### config.mk
export PLATFORM = sky130hd
export DESIGN_NAME = dsrq_cell
export DESIGN_NICKNAME = d
export VERILOG_FILES = /design/src/rtl/depth_sorted_render_queue_assert.svh /design/src/rtl/dsrq_pkg.sv /design/src/rtl/dsrq_cell.sv
export SDC_FILE = /design/constraint.sdc
export NUM_CORES = 1
export LEC_CHECK = 0
export BUFFER_PORTS_ARGS = -buffer_cell sky130_fd_sc_hd__buf_4
export CAP_MARGIN = 25
export CORE_AREA = 2 2 151 153
export CTS_BUF_LIST = sky130_fd_sc_hd__clkbuf_16
export DETAILED_ROUTE_END_ITERATION = 12
export DIE_AREA = 0 0 153 155
export HOLD_SLACK_MARGIN = 0.03
export SETUP_SLACK_MARGIN = 0.1
export SLEW_MARGIN = 10
export SYNTH_ARGS = -nofsm -noshare
export SYNTH_HDL_FRONTEND = slang
export SYNTH_SLANG_ARGS = --single-unit
### constraint.sdc
create_clock -name clk_i -period 10.9 [get_ports clk_i]
set_clock_uncertainty 0.1 [all_clocks]
set_input_delay 0.545 -clock clk_i [delete_from_list [all_inputs] [get_ports clk_i]]
set_output_delay 0.545 -clock clk_i [all_outputs]
set_load 0.05 [all_outputs]
### src/rtl/depth_sorted_render_queue_assert.svh
// Assertion macros for the depth-sorted render queue.
// No dependencies; taken in by the files that carry assertions.
`ifndef DEPTH_SORTED_RENDER_QUEUE_ASSERT_SVH
`define DEPTH_SORTED_RENDER_QUEUE_ASSERT_SVH

// Same-cycle implication, checked out of reset.
`define DSRQ_ASSERT_IMPL(label, clk, rstn, ante, cons) \
  label: assert property (@(posedge clk) disable iff (!(rstn)) (ante) |-> (cons)) \
    else $error("dsrq assertion failed");

// Next-cycle implication, checked out of reset.
`define DSRQ_ASSERT_NEXT(label, clk, rstn, ante, cons) \
  label: assert property (@(posedge clk) disable iff (!(rstn)) (ante) |=> (cons)) \
    else $error("dsrq assertion failed");

`endif

### src/rtl/dsrq_pkg.sv
// Shared types and constants of the depth-sorted render queue.
// No dependencies; used by dsrq_cell and depth_sorted_render_queue.
package dsrq_pkg;

  localparam int QUEUE_DEPTH = 64;
  localparam int CountW      = $clog2(QUEUE_DEPTH + 1);

  localparam int KeyW   = 32;
  localparam int ScaleW = 32;
  localparam int PosW   = 12;
  localparam int DrawW  = 13;
  localparam int AnimW  = 8;
  localparam int SliceW = 10;

  localparam logic [1:0] CMD_INSERT = 2'd0;
  localparam logic [1:0] CMD_POP    = 2'd1;
  localparam logic [1:0] CMD_CLEAR  = 2'd2;

  localparam logic [1:0] ST_DONE  = 2'd0;
  localparam logic [1:0] ST_FULL  = 2'd1;
  localparam logic [1:0] ST_EMPTY = 2'd2;

  typedef enum logic [1:0] {
    OP_HOLD,
    OP_INSERT,
    OP_POP
  } cell_op_e;

  typedef struct packed {
    logic signed [KeyW-1:0]  key;
    logic [ScaleW-1:0]       scale;
    logic signed [DrawW-1:0] draw_x;
    logic [AnimW-1:0]        anim;
    logic [SliceW-1:0]       slice;
  } entry_t;

  typedef struct packed {
    cell_op_e op;
    entry_t   new_entry;
  } cell_ctrl_t;

endpackage

### src/rtl/dsrq_cell.sv
// One slot of the sorted chain: holds an entry, compares it with the broadcast key.
// Depends on dsrq_pkg.
module dsrq_cell (
  input  logic                clk_i,
  input  dsrq_pkg::cell_ctrl_t ctrl_i,
  input  logic                occ_i,
  input  logic                left_stay_i,
  input  dsrq_pkg::entry_t    left_i,
  input  dsrq_pkg::entry_t    right_i,
  output dsrq_pkg::entry_t    entry_o,
  output logic                stay_o
);

  dsrq_pkg::entry_t entry_q, entry_d;

  // keep the slot if it is occupied and its key is greater or equal (stable order)
  assign stay_o  = occ_i && (entry_q.key >= ctrl_i.new_entry.key);
  assign entry_o = entry_q;

  always_comb begin
    entry_d = entry_q;
    case (ctrl_i.op)
      dsrq_pkg::OP_INSERT: begin
        if (!stay_o) begin
          entry_d = left_stay_i ? ctrl_i.new_entry : left_i;
        end
      end
      dsrq_pkg::OP_POP: begin
        entry_d = right_i;
      end
      default: begin
        entry_d = entry_q;
      end
    endcase
  end

  always_ff @(posedge clk_i) begin
    entry_q <= entry_d;
  end

endmodule

Word-level counts from Yosys, hierarchy flattened

Index checks and enable logic that the tools add are counted.

Order comparisons: 1
Equal/unequal tests: 3
Multiplexer cells: 3
Reductions and logical operators: 3

Operators by type and width:

| cell                                                | count |
|---|---|
| 2-to-1 mux 95 bit                                   | 2 |
| case mux 95 bit (2 select lines)                    | 1 |
| >= comparator 32 bit                                | 1 |
| equality test 2 x 1 -> 1 bit, second input constant | 1 |
| equality test 2 bit, second input constant          | 1 |
| inequality test 2 bit, second input constant        | 1 |
| AND reduction 2 bit                                 | 1 |
| nonzero test 2 bit                                  | 1 |
| logical AND 1 bit                                   | 1 |

Bits in registers: 95
Input port bits: 290
Output and inout bits: 96
Logic and storage cells: 15

Depth between registers and ports, before layout

Gate-level depths: netlist (run 1).

Depth after elaboration: 4
Depth in mapped cells: 9

Worst setup path after synthesis (run 1)

No wires, ideal clock.

Path kind: register -> register
Start: register entry_q, in the netlist entry_o[86]
End: register entry_q, in the netlist entry_o[0] (enable)
Arrival: 7.503 ns
Setup slack: 2.694 ns
Stages on the path, launching flop included: 8
Buffers on the path: 0
Period minus slack after synthesis: 8.206 ns
Path through: edfxtp_1 -> ha_1 -> nand4_1 -> or4_4 -> a211o_1 -> o211ai_2 -> mux2_4 -> o41ai_2

Cells in the longest elaborated chain, start to end: 4

Ends and longest elaborated chain:

| item                            | line            | source |
|---|---|---|
| start: declaration              | dsrq_cell.sv:14 | `dsrq_pkg::entry_t entry_q, entry_d;` |
| start signal: assignment        | dsrq_cell.sv:38 | `entry_q <= entry_d;` |
| >= comparator 32 bit            | dsrq_cell.sv:17 | `assign stay_o = occ_i && (entry_q.key >= ctrl_i.new_entry.key);` |
| logical AND 1 bit               | dsrq_cell.sv:17 |  |
| inequality test 2 bit (no line) | --              |  |
| AND reduction 2 bit (no line)   | --              |  |

No other way between the ends.
A chain may end at the register's enable or synchronous reset.

Worst setup path after layout (run 1)

Start: register entry_q, in the netlist entry_o[86]
End: register entry_q, in the netlist entry_o[90] (enable)

The elaborated chain is that of the path after synthesis.

==> flow_summary.html, run 1 <==
<table>
<tr><th>Metric</th><th>Value</th></tr>
<tr><th colspan="2">Status</th></tr>
<tr><td>Outcome</td><td>completed</td></tr>
<tr><th colspan="2">Floorplanning</th></tr>
<tr><td>Y dimension of the die</td><td>155 um</td></tr>
<tr><td>Number of placed I/O pins</td><td>a little under 400</td></tr>
<tr><td>Initial standard-cell utilization of the core</td><td>approximately a quarter</td></tr>
<tr><td>DIE WIDTH</td><td>between 150 and 200 um</td></tr>
<tr><td>Floorplan Core Area</td><td>approximately 22000 um^2</td></tr>
<tr><td>Area enclosed by the die boundary</td><td>about 24000 um^2</td></tr>
<tr><td># rows</td><td>55</td></tr>
<tr><th colspan="2">Layout</th></tr>
<tr><td>Fraction of final layout cells with drive strength greater than 1</td><td>between 40 and 50%</td></tr>
<tr><td>Most common cell after layout, fill and taps aside</td><td>buf_4</td></tr>
<tr><td>Number of flip-flops under the largest register name</td><td>95</td></tr>
<tr><td>Area delta synth-&gt;final</td><td>61.59%</td></tr>
<tr><td>Final net count</td><td>1222</td></tr>
<tr><td>Non-filler instance count after layout</td><td>~1.2k</td></tr>
<tr><td>Final antenna diode count</td><td>0</td></tr>
<tr><td>Commonest non-fill, non-tap cells in the layout</td><td>389 x buf_4, 103 x nand2_1, 95 x mux2i_1, 95 x edfxtp_1, 59 x o21ai_1</td></tr>
<tr><th colspan="2">Synth</th></tr>
<tr><td>Total of warnings raised by yosys</td><td>0</td></tr>
<tr><td>Leading cell types by total area after synthesis</td><td>edfxtp_1 50%, mux2i_1 17%, ha_1 7.1%</td></tr>
<tr><td>Async set-reset flop share out of synthesis</td><td>0%</td></tr>
<tr><td>Netlist area before placement</td><td>5668 um^2</td></tr>
<tr><td>Post-synthesis simple-gate area fraction</td><td>a little under a tenth</td></tr>
<tr><td>Synth Flop Type</td><td>edfxtp_1</td></tr>
<tr><td>Post-synth EDFFs</td><td>95</td></tr>
<tr><td>Area leader, netlist</td><td>edfxtp_1</td></tr>
<tr><td>Compound-gate portion of the synthesized area</td><td>between 10% and 20%</td></tr>
<tr><td>Xor-xnor portion of the synthesized cell area</td><td>0%</td></tr>
<tr><td>Average cell area after synthesis</td><td>10.67 um^2</td></tr>
<tr><td>Synthesized instance count</td><td>531</td></tr>
<tr><td>Syn nets</td><td>about 850</td></tr>
<tr><td>Portion of synthesized cell area occupied by the leading cell type</td><td>between 50% and 60%</td></tr>
<tr><td>Flop and latch count out of synthesis</td><td>95</td></tr>
<tr><td>Largest family of logic cells by synthesized area</td><td>multiplexers</td></tr>
<tr><td>Mux share of post-synthesis cell area</td><td>about 17%</td></tr>
<tr><td>Count of different cell masters after synthesis</td><td>33</td></tr>
<tr><td>Synthesized-area fraction occupied by adder cells</td><td>7.064%</td></tr>
<tr><td>Portion of the post-synthesis area used by sequential elements</td><td>between 50% and 60%</td></tr>
<tr><th colspan="2">Power</th></tr>
<tr><td>Net switching share of the total power</td><td>between 30% and 40%</td></tr>
<tr><td>Clock network power share</td><td>27.5%</td></tr>
<tr><td>Internal power component</td><td>0.0008208 W</td></tr>
<tr><td>Max VDD drop</td><td>approximately 0.073 mV</td></tr>
<tr><td>Ratio of total power to cell area</td><td>roughly 130 nW/um^2</td></tr>
<tr><td>Total power draw</td><td>0.001233 W</td></tr>
<tr><td>Combinational cell fraction of total power</td><td>roughly a third</td></tr>
<tr><td>Sequential power share</td><td>38.3%</td></tr>
<tr><td>Leakage power</td><td>4.341 nW</td></tr>
<tr><td>Switching pwr</td><td>0.0004122 W</td></tr>
<tr><th colspan="2">STA</th></tr>
<tr><td>Final period util</td><td>between 30% and 40%</td></tr>
<tr><td>Setup slack of the critical path after layout</td><td>between 6 and 7 ns</td></tr>
<tr><td>Actual transition at the worst max-transition pin</td><td>roughly 0.89 ns</td></tr>
<tr><td>RSZ-0062 raised after global routing</td><td>no</td></tr>
<tr><td>Fin Setup TNS</td><td>0 ns</td></tr>
<tr><td>Fmax</td><td>around 240 MHz</td></tr>
<tr><td>Number of setup violations in the final report</td><td>0</td></tr>
<tr><td>Min cycle time layout</td><td>roughly 4.1 ns</td></tr>
<tr><td>Rel. slew slack</td><td>around 40%</td></tr>
<tr><td>Final-report hold violation count</td><td>0</td></tr>
<tr><td>Final max-slew violation count</td><td>0</td></tr>
<tr><th colspan="2">Setup path</th></tr>
<tr><td>Number of cells on the worst reg-to-reg path</td><td>9</td></tr>
<tr><td>Crit path top cell by count</td><td>buf_4</td></tr>
<tr><td>Reg-to-reg critical path startpoint</td><td>entry_o[86]$_DFFE_PP_</td></tr>
<tr><td>Startpoint-to-endpoint class of the critical path</td><td>flop to flop</td></tr>
<tr><td>End of the worst register-to-register path</td><td>entry_o[90]$_DFFE_PP_</td></tr>
<tr><td>Ordered cell list for the critical path</td><td>ha_1, nand4_1, or4_4, a211o_1, o211ai_2, mux2_4, o41ai_4, buf_4, buf_4</td></tr>
<tr><td>Arrival time reported for the critical path endpoint</td><td>about 4 ns</td></tr>
<tr><td>Startpoint Class</td><td>flop</td></tr>
<tr><td>Maximum single-stage delay on the critical path</td><td>0.66 ns</td></tr>
<tr><td>Crit end category</td><td>flop</td></tr>
<tr><td>Required @ worst endpoint</td><td>10.78 ns</td></tr>
<tr><td>Internal reg-to-reg setup slack</td><td>6.77 ns</td></tr>
<tr><td>Highest-delay cell along the critical path</td><td>buf_4</td></tr>
<tr><td>Crit Path Max Fanout</td><td>51</td></tr>
<tr><th colspan="2">Clocking</th></tr>
<tr><td>Clock Tree Buf Depth</td><td>2</td></tr>
<tr><td>H-tree depth</td><td>3</td></tr>
<tr><td>Clock network latency to the later pin of the worst-skew pair</td><td>around 0.34 ns</td></tr>
<tr><td>Clock input transition at the sequential cells of the worst setup and hold paths</td><td>approximately 0.070 ns</td></tr>
<tr><td>Cells resized by post-CTS repair</td><td>0</td></tr>
<tr><td>Number of buffers created by CTS</td><td>9</td></tr>
<tr><td># clock sinks</td><td>95</td></tr>
<tr><td>CTS tree</td><td>done</td></tr>
<tr><td>Clock Tree Root</td><td>clkbuf_16</td></tr>
<tr><td>Post-CTS setup buffers</td><td>0</td></tr>
<tr><td>Hold buffer count at CTS</td><td>0</td></tr>
<tr><th colspan="2">Detailed routing</th></tr>
<tr><td>Final wirelength</td><td>19580 um</td></tr>
<tr><td>First-pass iteration count of the detailed router</td><td>4</td></tr>
<tr><td>Post-DR vias/cell</td><td>around 4.5</td></tr>
<tr><td>DRT antenna net count</td><td>0</td></tr>
<tr><td>DRC</td><td>0</td></tr>
<tr><td>Via Count</td><td>5326</td></tr>
<tr><td>Initial detailed-routing violation count</td><td>281</td></tr>
<tr><td>Mean routed wirelength per cell</td><td>approximately 16 um</td></tr>
<tr><th colspan="2">GRT</th></tr>
<tr><td>Global-route wire length before repair</td><td>around 30000 um</td></tr>
<tr><td>Overall global routing resource usage</td><td>around 16%</td></tr>
<tr><td>Maximum number of pins on one net before global-route repair</td><td>86</td></tr>
<tr><td>Vias in the first global route</td><td>5403</td></tr>
<tr><td>Antenna violations before repair</td><td>0</td></tr>
<tr><td>Overflow after GRT</td><td>0</td></tr>
<tr><th colspan="2">Worst hold path</th></tr>
<tr><td>Hold path depth</td><td>3</td></tr>
<tr><td>Worst hold path endpoint</td><td>entry_o[20]$_DFFE_PP_</td></tr>
<tr><td>Worst min path class</td><td>input port to flop</td></tr>
<tr><td>Startpoint of the worst hold path</td><td>right_i[20]</td></tr>
<tr><th colspan="2">Place</th></tr>
<tr><td>Worst slack at placement</td><td>about 6.5 ns</td></tr>
<tr><td>Placer Congestion</td><td>between 0.8 and 0.9</td></tr>
<tr><td>Placed cell count</td><td>~1.2k</td></tr>
<tr><td>Final HPWL DP</td><td>approximately 16000 um</td></tr>
<tr><td>IO Port Bufs</td><td>approximately 390</td></tr>
<tr><th colspan="2">Run</th></tr>
<tr><td># Max-Cap Violations</td><td>0</td></tr>
</table>
-- worst max-delay path by stage --
stage / from / to / slack [ns] / depth (start not counted)
2_1_floorplan: entry_o[86]$_DFFE_PP_ / entry_o[0]$_DFFE_PP_ / 2.69 / 7
3_3_place_gp: ctrl_i[86] / entry_o[38]$_DFFE_PP_ / 6.53 / 11
3_5_place_dp: ctrl_i[86] / entry_o[1]$_DFFE_PP_ / 6.48 / 11
4_1_cts: entry_o[86]$_DFFE_PP_ / entry_o[33]$_DFFE_PP_ / 6.71 / 9
5_1_grt: entry_o[77]$_DFFE_PP_ / entry_o[33]$_DFFE_PP_ / 6.55 / 10
6_report: entry_o[86]$_DFFE_PP_ / entry_o[90]$_DFFE_PP_ / 6.77 / 9
-- kinds of logic after synthesis --
family                   after synthesis
flip-flops                            95
multiplexers                          96
adder cells (fa/ha/maj)               32
AND/OR/NAND/NOR                      119
buffers and inverters                 66
AO/OA/AOI/OAI                        123
-- critical path: cells and delay by family, from the launching register on --
| kind | cells | cell delay, ns |
|---|---|---|
| muxes | 1 | 0.34 |
| buffers and inverters | 2 | 1.21 |
| adders and majority gates | 1 | 0.34 |
| AOI/OAI and AO/OA | 3 | 0.57 |
| and+or+nand+nor | 2 | 0.73 |
| DFF | 1 | 0.42 |
-- power by group through the flow --
stage	clock (W)	combinational, W	sequential (W)
after global routing	0.000363	0.000451	0.000477
after detailed placement	0	0.000427	0.000480
after CTS	0.000353	0.000427	0.000473
after global placement	0	0.000425	0.000479
after floorplan	0	0.000108	0.000621
final	0.000339	0.000422	0.000472
-- synth_stat cells, types with 2 or more instances --
cell	count
clkbuf_1	22
mux2i_1	95
edfxtp_1	95
a21oi_1	12
inv_1	34
a21o_1	3
nand4_1	3
buf_2	5
nand2b_2	2
buf_1	5
nand3_1	2
nand2_1	103
a221o_1	2
o21ai_1	59
ha_1	32
o21ai_0	39
o21a_1	2
-- layer usage --
| metal | track usage [%] | up-vias | wire length [um] |
|---|---|---|---|
| met3 | 4.624 | 20 | 1592 |
| li1 | - | 2652 | - |
| met1 | 18.02 | 2404 | 7500 |
| met2 | 29.25 | 250 | 10110 |
| met5 | 0 | - | 0 |
| met4 | 4.762 | 0 | 374 |
-- final cells by class --
cell class	count	area, um^2
well taps	285	356.6
multi-input cells	370	2580
clock inverters	6	85.08
flip-flops and latches	95	2853
repair buffers	390	2932
fillers	2224	13070
inverters	34	127.6
clock buffers	9	225.2
-- per-stage QoR --
step	util, %	instance area (um^2)	hold WS, ns
2_1_floorplan	-	5668	0.6321
3_3_place_gp	39.81	8848	0.7166
3_5_place_dp	39.81	8848	0.7249
4_1_cts	41.20	9159	0.3493
5_1_grt	41.20	9159	0.3587
6_report	41.20	9159	0.3714
Power figures use the tool's default switching activity.
==> run 2: changes to the inputs <==
--- a/config.mk
+++ b/config.mk
@@ -5,12 +5,13 @@
 export SDC_FILE = /design/constraint.sdc
 export NUM_CORES = 1
 export LEC_CHECK = 0
+export ABC_AREA = 1
 export BUFFER_PORTS_ARGS = -buffer_cell sky130_fd_sc_hd__buf_4
 export CAP_MARGIN = 25
-export CORE_AREA = 2 2 151 153
+export CORE_AREA = 2 2 149 151
 export CTS_BUF_LIST = sky130_fd_sc_hd__clkbuf_16
 export DETAILED_ROUTE_END_ITERATION = 12
-export DIE_AREA = 0 0 153 155
+export DIE_AREA = 0 0 151 153
 export HOLD_SLACK_MARGIN = 0.03
 export SETUP_SLACK_MARGIN = 0.1
 export SLEW_MARGIN = 10
==> constraint.sdc (replaced) <==
create_clock -name clk_i -period 4.31 [get_ports clk_i]
set_clock_uncertainty 0.1 [all_clocks]
set_input_delay 0.2155 -clock clk_i [delete_from_list [all_inputs] [get_ports clk_i]]
set_output_delay 0.2155 -clock clk_i [all_outputs]
set_load 0.05 [all_outputs]
==> flow_summary.html, run 2 <==
<table>
<tr><th>Metric</th><th>Value</th></tr>
<tr><th colspan="2">STA</th></tr>
<tr><td>Number of setup violations in the final report</td><td>0 (unchanged)</td></tr>
<tr><td>Fin Setup TNS</td><td>0 ns (unchanged)</td></tr>
<tr><td>Final max-slew violation count</td><td>0 (unchanged)</td></tr>
<tr><td>Actual transition at the worst max-transition pin</td><td>0.7864 ns (-0.1059 ns)</td></tr>
<tr><td>Final period util</td><td>72.40% (+35 points)</td></tr>
<tr><td>Fmax</td><td>320.5 MHz (+32%)</td></tr>
<tr><td>RSZ-0062 raised after global routing</td><td>no</td></tr>
<tr><td>Final-report hold violation count</td><td>0 (unchanged)</td></tr>
<tr><td>Rel. slew slack</td><td>47.50% (+7.0 points)</td></tr>
<tr><td>Min cycle time layout</td><td>3.121 ns (-1.008 ns)</td></tr>
<tr><th colspan="2">Setup path</th></tr>
<tr><td>Required @ worst endpoint</td><td>4.24 ns (-6.54 ns)</td></tr>
<tr><td>Highest-delay cell along the critical path</td><td>nand2_4</td></tr>
<tr><td>Startpoint Class</td><td>flop</td></tr>
<tr><td>Startpoint-to-endpoint class of the critical path</td><td>flop to flop</td></tr>
<tr><td>Worst setup path startpoint</td><td>entry_o[94]$_DFFE_PP_</td></tr>
<tr><td>Crit path top cell by count</td><td>nand2_1</td></tr>
<tr><td>Crit end category</td><td>flop</td></tr>
<tr><td>Reg-to-reg critical path startpoint</td><td>entry_o[94]$_DFFE_PP_</td></tr>
<tr><td>Number of cells on the worst reg-to-reg path</td><td>12 (+3)</td></tr>
<tr><td>Internal reg-to-reg setup slack</td><td>1.19 ns (-5.58 ns)</td></tr>
<tr><td>Crit Path Max Fanout</td><td>50 (-2.0%)</td></tr>
<tr><td>Maximum single-stage delay on the critical path</td><td>0.55 ns (-0.11 ns)</td></tr>
<tr><td>Arrival time reported for the critical path endpoint</td><td>3.05 ns (-0.96 ns)</td></tr>
<tr><td>End of the worst register-to-register path</td><td>entry_o[41]$_DFFE_PP_</td></tr>
<tr><td>Ordered cell list for the critical path</td><td>ha_1, nand2_1, nor2_2, nand2_2, nor4_4, nand2_1, nand3_1, nand3_1, nand2_1, nand2_1, nand2_4, buf_12</td></tr>
<tr><td>Critical path endpoint</td><td>entry_o[41]$_DFFE_PP_</td></tr>
<tr><th colspan="2">Layout</th></tr>
<tr><td>Final net count</td><td>1348 (+10%)</td></tr>
<tr><td>Final antenna diode count</td><td>0 (unchanged)</td></tr>
<tr><td>Sequential cell area</td><td>2853 um^2 (unchanged)</td></tr>
<tr><td>Most common cell after layout, fill and taps aside</td><td>buf_4</td></tr>
<tr><td>Commonest non-fill, non-tap cells in the layout</td><td>391 x buf_4, 220 x nand2_1, 95 x edfxtp_1</td></tr>
<tr><td>Fraction of final layout cells with drive strength greater than 1</td><td>40.35% (-5.7 points)</td></tr>
<tr><td>Final-layout fill cell count</td><td>2173 (-2.3%)</td></tr>
<tr><td>Number of flip-flops under the largest register name</td><td>95 (unchanged)</td></tr>
<tr><td>Footprint of the multi-input gates</td><td>2516 um^2 (-2.5%)</td></tr>
<tr><td>Area delta synth-&gt;final</td><td>60.32%</td></tr>
<tr><th colspan="2">GRT</th></tr>
<tr><td>Vias in the first global route</td><td>5998 (+11%)</td></tr>
<tr><td>Maximum number of pins on one net before global-route repair</td><td>69 (-20%)</td></tr>
<tr><td>Antenna violations before repair</td><td>0 (unchanged)</td></tr>
<tr><td>Global-route wire length before repair</td><td>31920 um (+8.4%)</td></tr>
<tr><td>Overflow after GRT</td><td>0 (unchanged)</td></tr>
<tr><td>Overall global routing resource usage</td><td>17.90% (+1.9 points)</td></tr>
<tr><th colspan="2">Power</th></tr>
<tr><td>Net switching share of the total power</td><td>32.85% (-0.58 points)</td></tr>
<tr><td>Sequential power share</td><td>38.7% (+0.4 points)</td></tr>
<tr><td>Ratio of total power to cell area</td><td>329.1 nW/um^2 (+140%)</td></tr>
<tr><td>Combinational cell fraction of total power</td><td>32.8% (-1.4 points)</td></tr>
<tr><td>Leakage power</td><td>4.376 nW (+0.80%)</td></tr>
<tr><td>Switching pwr</td><td>0.0009894 W (+140%)</td></tr>
<tr><td>Clock network power share</td><td>28.6% (+1.1 points)</td></tr>
<tr><td>Internal power component</td><td>0.002022 W (+150%)</td></tr>
<tr><td>Max VDD drop</td><td>0.1841 mV (+150%)</td></tr>
<tr><td>Total power draw</td><td>0.003012 W (+140%)</td></tr>
<tr><th colspan="2">Synth</th></tr>
<tr><td>Synthesized-area fraction occupied by adder cells</td><td>7.014% (-0.050 points)</td></tr>
<tr><td>Leading cell types by total area after synthesis</td><td>edfxtp_1 50%, nand2_1 15%, a31oi_1 7.0%</td></tr>
<tr><td>Compound-gate portion of the synthesized area</td><td>13.24% (+1.3 points)</td></tr>
<tr><td>Async set-reset flop share out of synthesis</td><td>0% (unchanged)</td></tr>
<tr><td>Synthesized instance count</td><td>668 (+26%)</td></tr>
<tr><td>Largest family of logic cells by synthesized area</td><td>simple AND/OR/NAND/NOR gates</td></tr>
<tr><td>Total of warnings raised by yosys</td><td>0 (unchanged)</td></tr>
<tr><td>Most frequent cell after synthesis</td><td>nand2_1</td></tr>
<tr><td>Syn nets</td><td>990 (+16%)</td></tr>
<tr><td>Post-synth EDFFs</td><td>95 (unchanged)</td></tr>
<tr><td>Top cell types by occurrence after synthesis</td><td>222 x nand2_1, 95 x edfxtp_1, 74 x nor2_1, 64 x a31oi_1, 40 x inv_1</td></tr>
<tr><td>Count of different cell masters after synthesis</td><td>26 (-21%)</td></tr>
<tr><td>Xor-xnor portion of the synthesized cell area</td><td>0% (unchanged)</td></tr>
<tr><td>Portion of synthesized cell area occupied by the leading cell type</td><td>49.98% (-0.35 points)</td></tr>
<tr><td>Synth Flop Type</td><td>edfxtp_1</td></tr>
<tr><td>Area leader, netlist</td><td>edfxtp_1</td></tr>
<tr><td>Post-synthesis simple-gate area fraction</td><td>23.56% (+14 points)</td></tr>
<tr><td>Flop and latch count out of synthesis</td><td>95 (unchanged)</td></tr>
<tr><td>Portion of the post-synthesis area used by sequential elements</td><td>49.98% (-0.35 points)</td></tr>
<tr><td>Mux share of post-synthesis cell area</td><td>0% (-17 points)</td></tr>
<tr><td>Netlist area before placement</td><td>5708 um^2 (+0.71%)</td></tr>
<tr><td>Average cell area after synthesis</td><td>8.545 um^2 (-20%)</td></tr>
<tr><th colspan="2">Clocking</th></tr>
<tr><td>H-tree depth</td><td>3 (unchanged)</td></tr>
<tr><td>Hold buffer count at CTS</td><td>0 (unchanged)</td></tr>
<tr><td>Clock Tree Root</td><td>clkbuf_16</td></tr>
<tr><td>Post-CTS setup buffers</td><td>0 (unchanged)</td></tr>
<tr><td># clock sinks</td><td>95 (unchanged)</td></tr>
<tr><td>Clock network latency to the later pin of the worst-skew pair</td><td>0.34 ns (about the same)</td></tr>
<tr><td>Cells resized by post-CTS repair</td><td>0 (unchanged)</td></tr>
<tr><td>Clock Tree Buf Depth</td><td>2 (unchanged)</td></tr>
<tr><td>Number of buffers created by CTS</td><td>9 (unchanged)</td></tr>
<tr><td>Clock input transition at the sequential cells of the worst setup and hold paths</td><td>0.07 ns (about the same)</td></tr>
<tr><td>CTS tree</td><td>done</td></tr>
<tr><th colspan="2">Place</th></tr>
<tr><td>Final HPWL DP</td><td>16750 um (+6.4%)</td></tr>
<tr><td>IO Port Bufs</td><td>385 (unchanged)</td></tr>
<tr><td>Placer Congestion</td><td>0.8333 (+3.1%)</td></tr>
<tr><th colspan="2">Floorplanning</th></tr>
<tr><td>Number of placed I/O pins</td><td>386 (unchanged)</td></tr>
<tr><td>Y dimension of the die</td><td>153 um (-1.3%)</td></tr>
<tr><td>Floorplan Core Area</td><td>21490 um^2 (-3.3%)</td></tr>
<tr><td># rows</td><td>54 (-1.8%)</td></tr>
<tr><td>DIE WIDTH</td><td>151 um (-1.3%)</td></tr>
<tr><td>Area enclosed by the die boundary</td><td>23100 um^2 (-2.6%)</td></tr>
<tr><td>Initial standard-cell utilization of the core</td><td>26.57% (+1.1 points)</td></tr>
<tr><th colspan="2">Detailed routing</th></tr>
<tr><td>Post-DR vias/cell</td><td>4.611 (+2.9%)</td></tr>
<tr><td>First-pass iteration count of the detailed router</td><td>4 (unchanged)</td></tr>
<tr><td>Mean routed wirelength per cell</td><td>16.10 um (-2.2%)</td></tr>
<tr><td>Initial detailed-routing violation count</td><td>262 (-6.8%)</td></tr>
<tr><td>DRT antenna net count</td><td>0 (unchanged)</td></tr>
<tr><td>DRC</td><td>0 (unchanged)</td></tr>
<tr><td>Via Count</td><td>6045 (+13%)</td></tr>
<tr><td>Final wirelength</td><td>21110 um (+7.8%)</td></tr>
<tr><th colspan="2">Worst hold path</th></tr>
<tr><td>Worst min path class</td><td>input port to flop</td></tr>
<tr><th colspan="2">Run</th></tr>
<tr><td># Max-Cap Violations</td><td>0 (unchanged)</td></tr>
<tr><th colspan="2">Status</th></tr>
<tr><td>Outcome</td><td>completed</td></tr>
</table>
## run 2: worst max-delay path, delay by kind of cell (launching register included)
family	cells	cell delay [ns]
AND/OR/NAND/NOR	10	1.57
flip-flops	1	0.40
adder cells (fa/ha/maj)	1	0.39
buffers and inverters	1	0.31
## run 2: logic make-up (layout without fill, tap and decap cells)
| group | after synthesis | count (layout) |
|---|---|---|
| buf+inv | 87 | 450 |
| simple gates | 337 | 337 |
| fa+ha+maj | 32 | 32 |
| flops | 95 | 95 |
| compound gates | 117 | 117 |
## run 2: final cells by class
class | instances | share of cell area [%]
flip-flops and latches | 95 | 31.17
multi-input cells | 486 | 27.50
clock inverters | 7 | 1.025
clock buffers | 9 | 2.461
inverters | 42 | 1.723
well taps | 280 | 3.828
repair buffers | 392 | 32.29
## run 2: power by group through the flow
| stage | Combinational, W | Clock (W) | Sequential [W] |
|---|---|---|---|
| 6_report | 0.000987 | 0.000860 | 0.00116 |
| 5_1_grt | 0.00106 | 0.000934 | 0.00117 |
| 4_1_cts | 0.000998 | 0.000892 | 0.00117 |
| 3_5_place_dp | 0.000996 | 0 | 0.00118 |
| 3_3_place_gp | 0.000996 | 0 | 0.00118 |
| 2_1_floorplan | 0.000270 | 0 | 0.00148 |
## run 2: routing by layer
layer	share of wire, %	GRT usage (%)
met2	50	31.41
met4	2.2	5.029
met5	0	0
met3	7.5	4.388
met1	40	21.67
## run 2: worst min-delay path by stage
stage,to,start,cells past startpoint
finish,entry_o[81]$_DFFE_PP_,left_i[81],3
global route,entry_o[72]$_DFFE_PP_,left_i[72],3
CTS,entry_o[81]$_DFFE_PP_,right_i[81],3
detailed placement,entry_o[81]$_DFFE_PP_,right_i[81],3
global placement,entry_o[70]$_DFFE_PP_,left_i[70],3
floorplan,entry_o[64]$_DFFE_PP_,left_i[64],2
## run 2: through the flow
step,hold WS (ns),setup WS (ns),instance area (um^2),utilization (%),instances
finish,0.07197,1.189,9151,42.59,1311
global route,0.06436,0.9393,9151,42.59,1311
CTS,0.05410,1.170,9151,42.59,1311
detailed placement,0.4237,1.185,8832,41.11,1295
global placement,0.4158,1.248,8832,41.11,1295
floorplan,0.3297,0.8700,5710,-,668
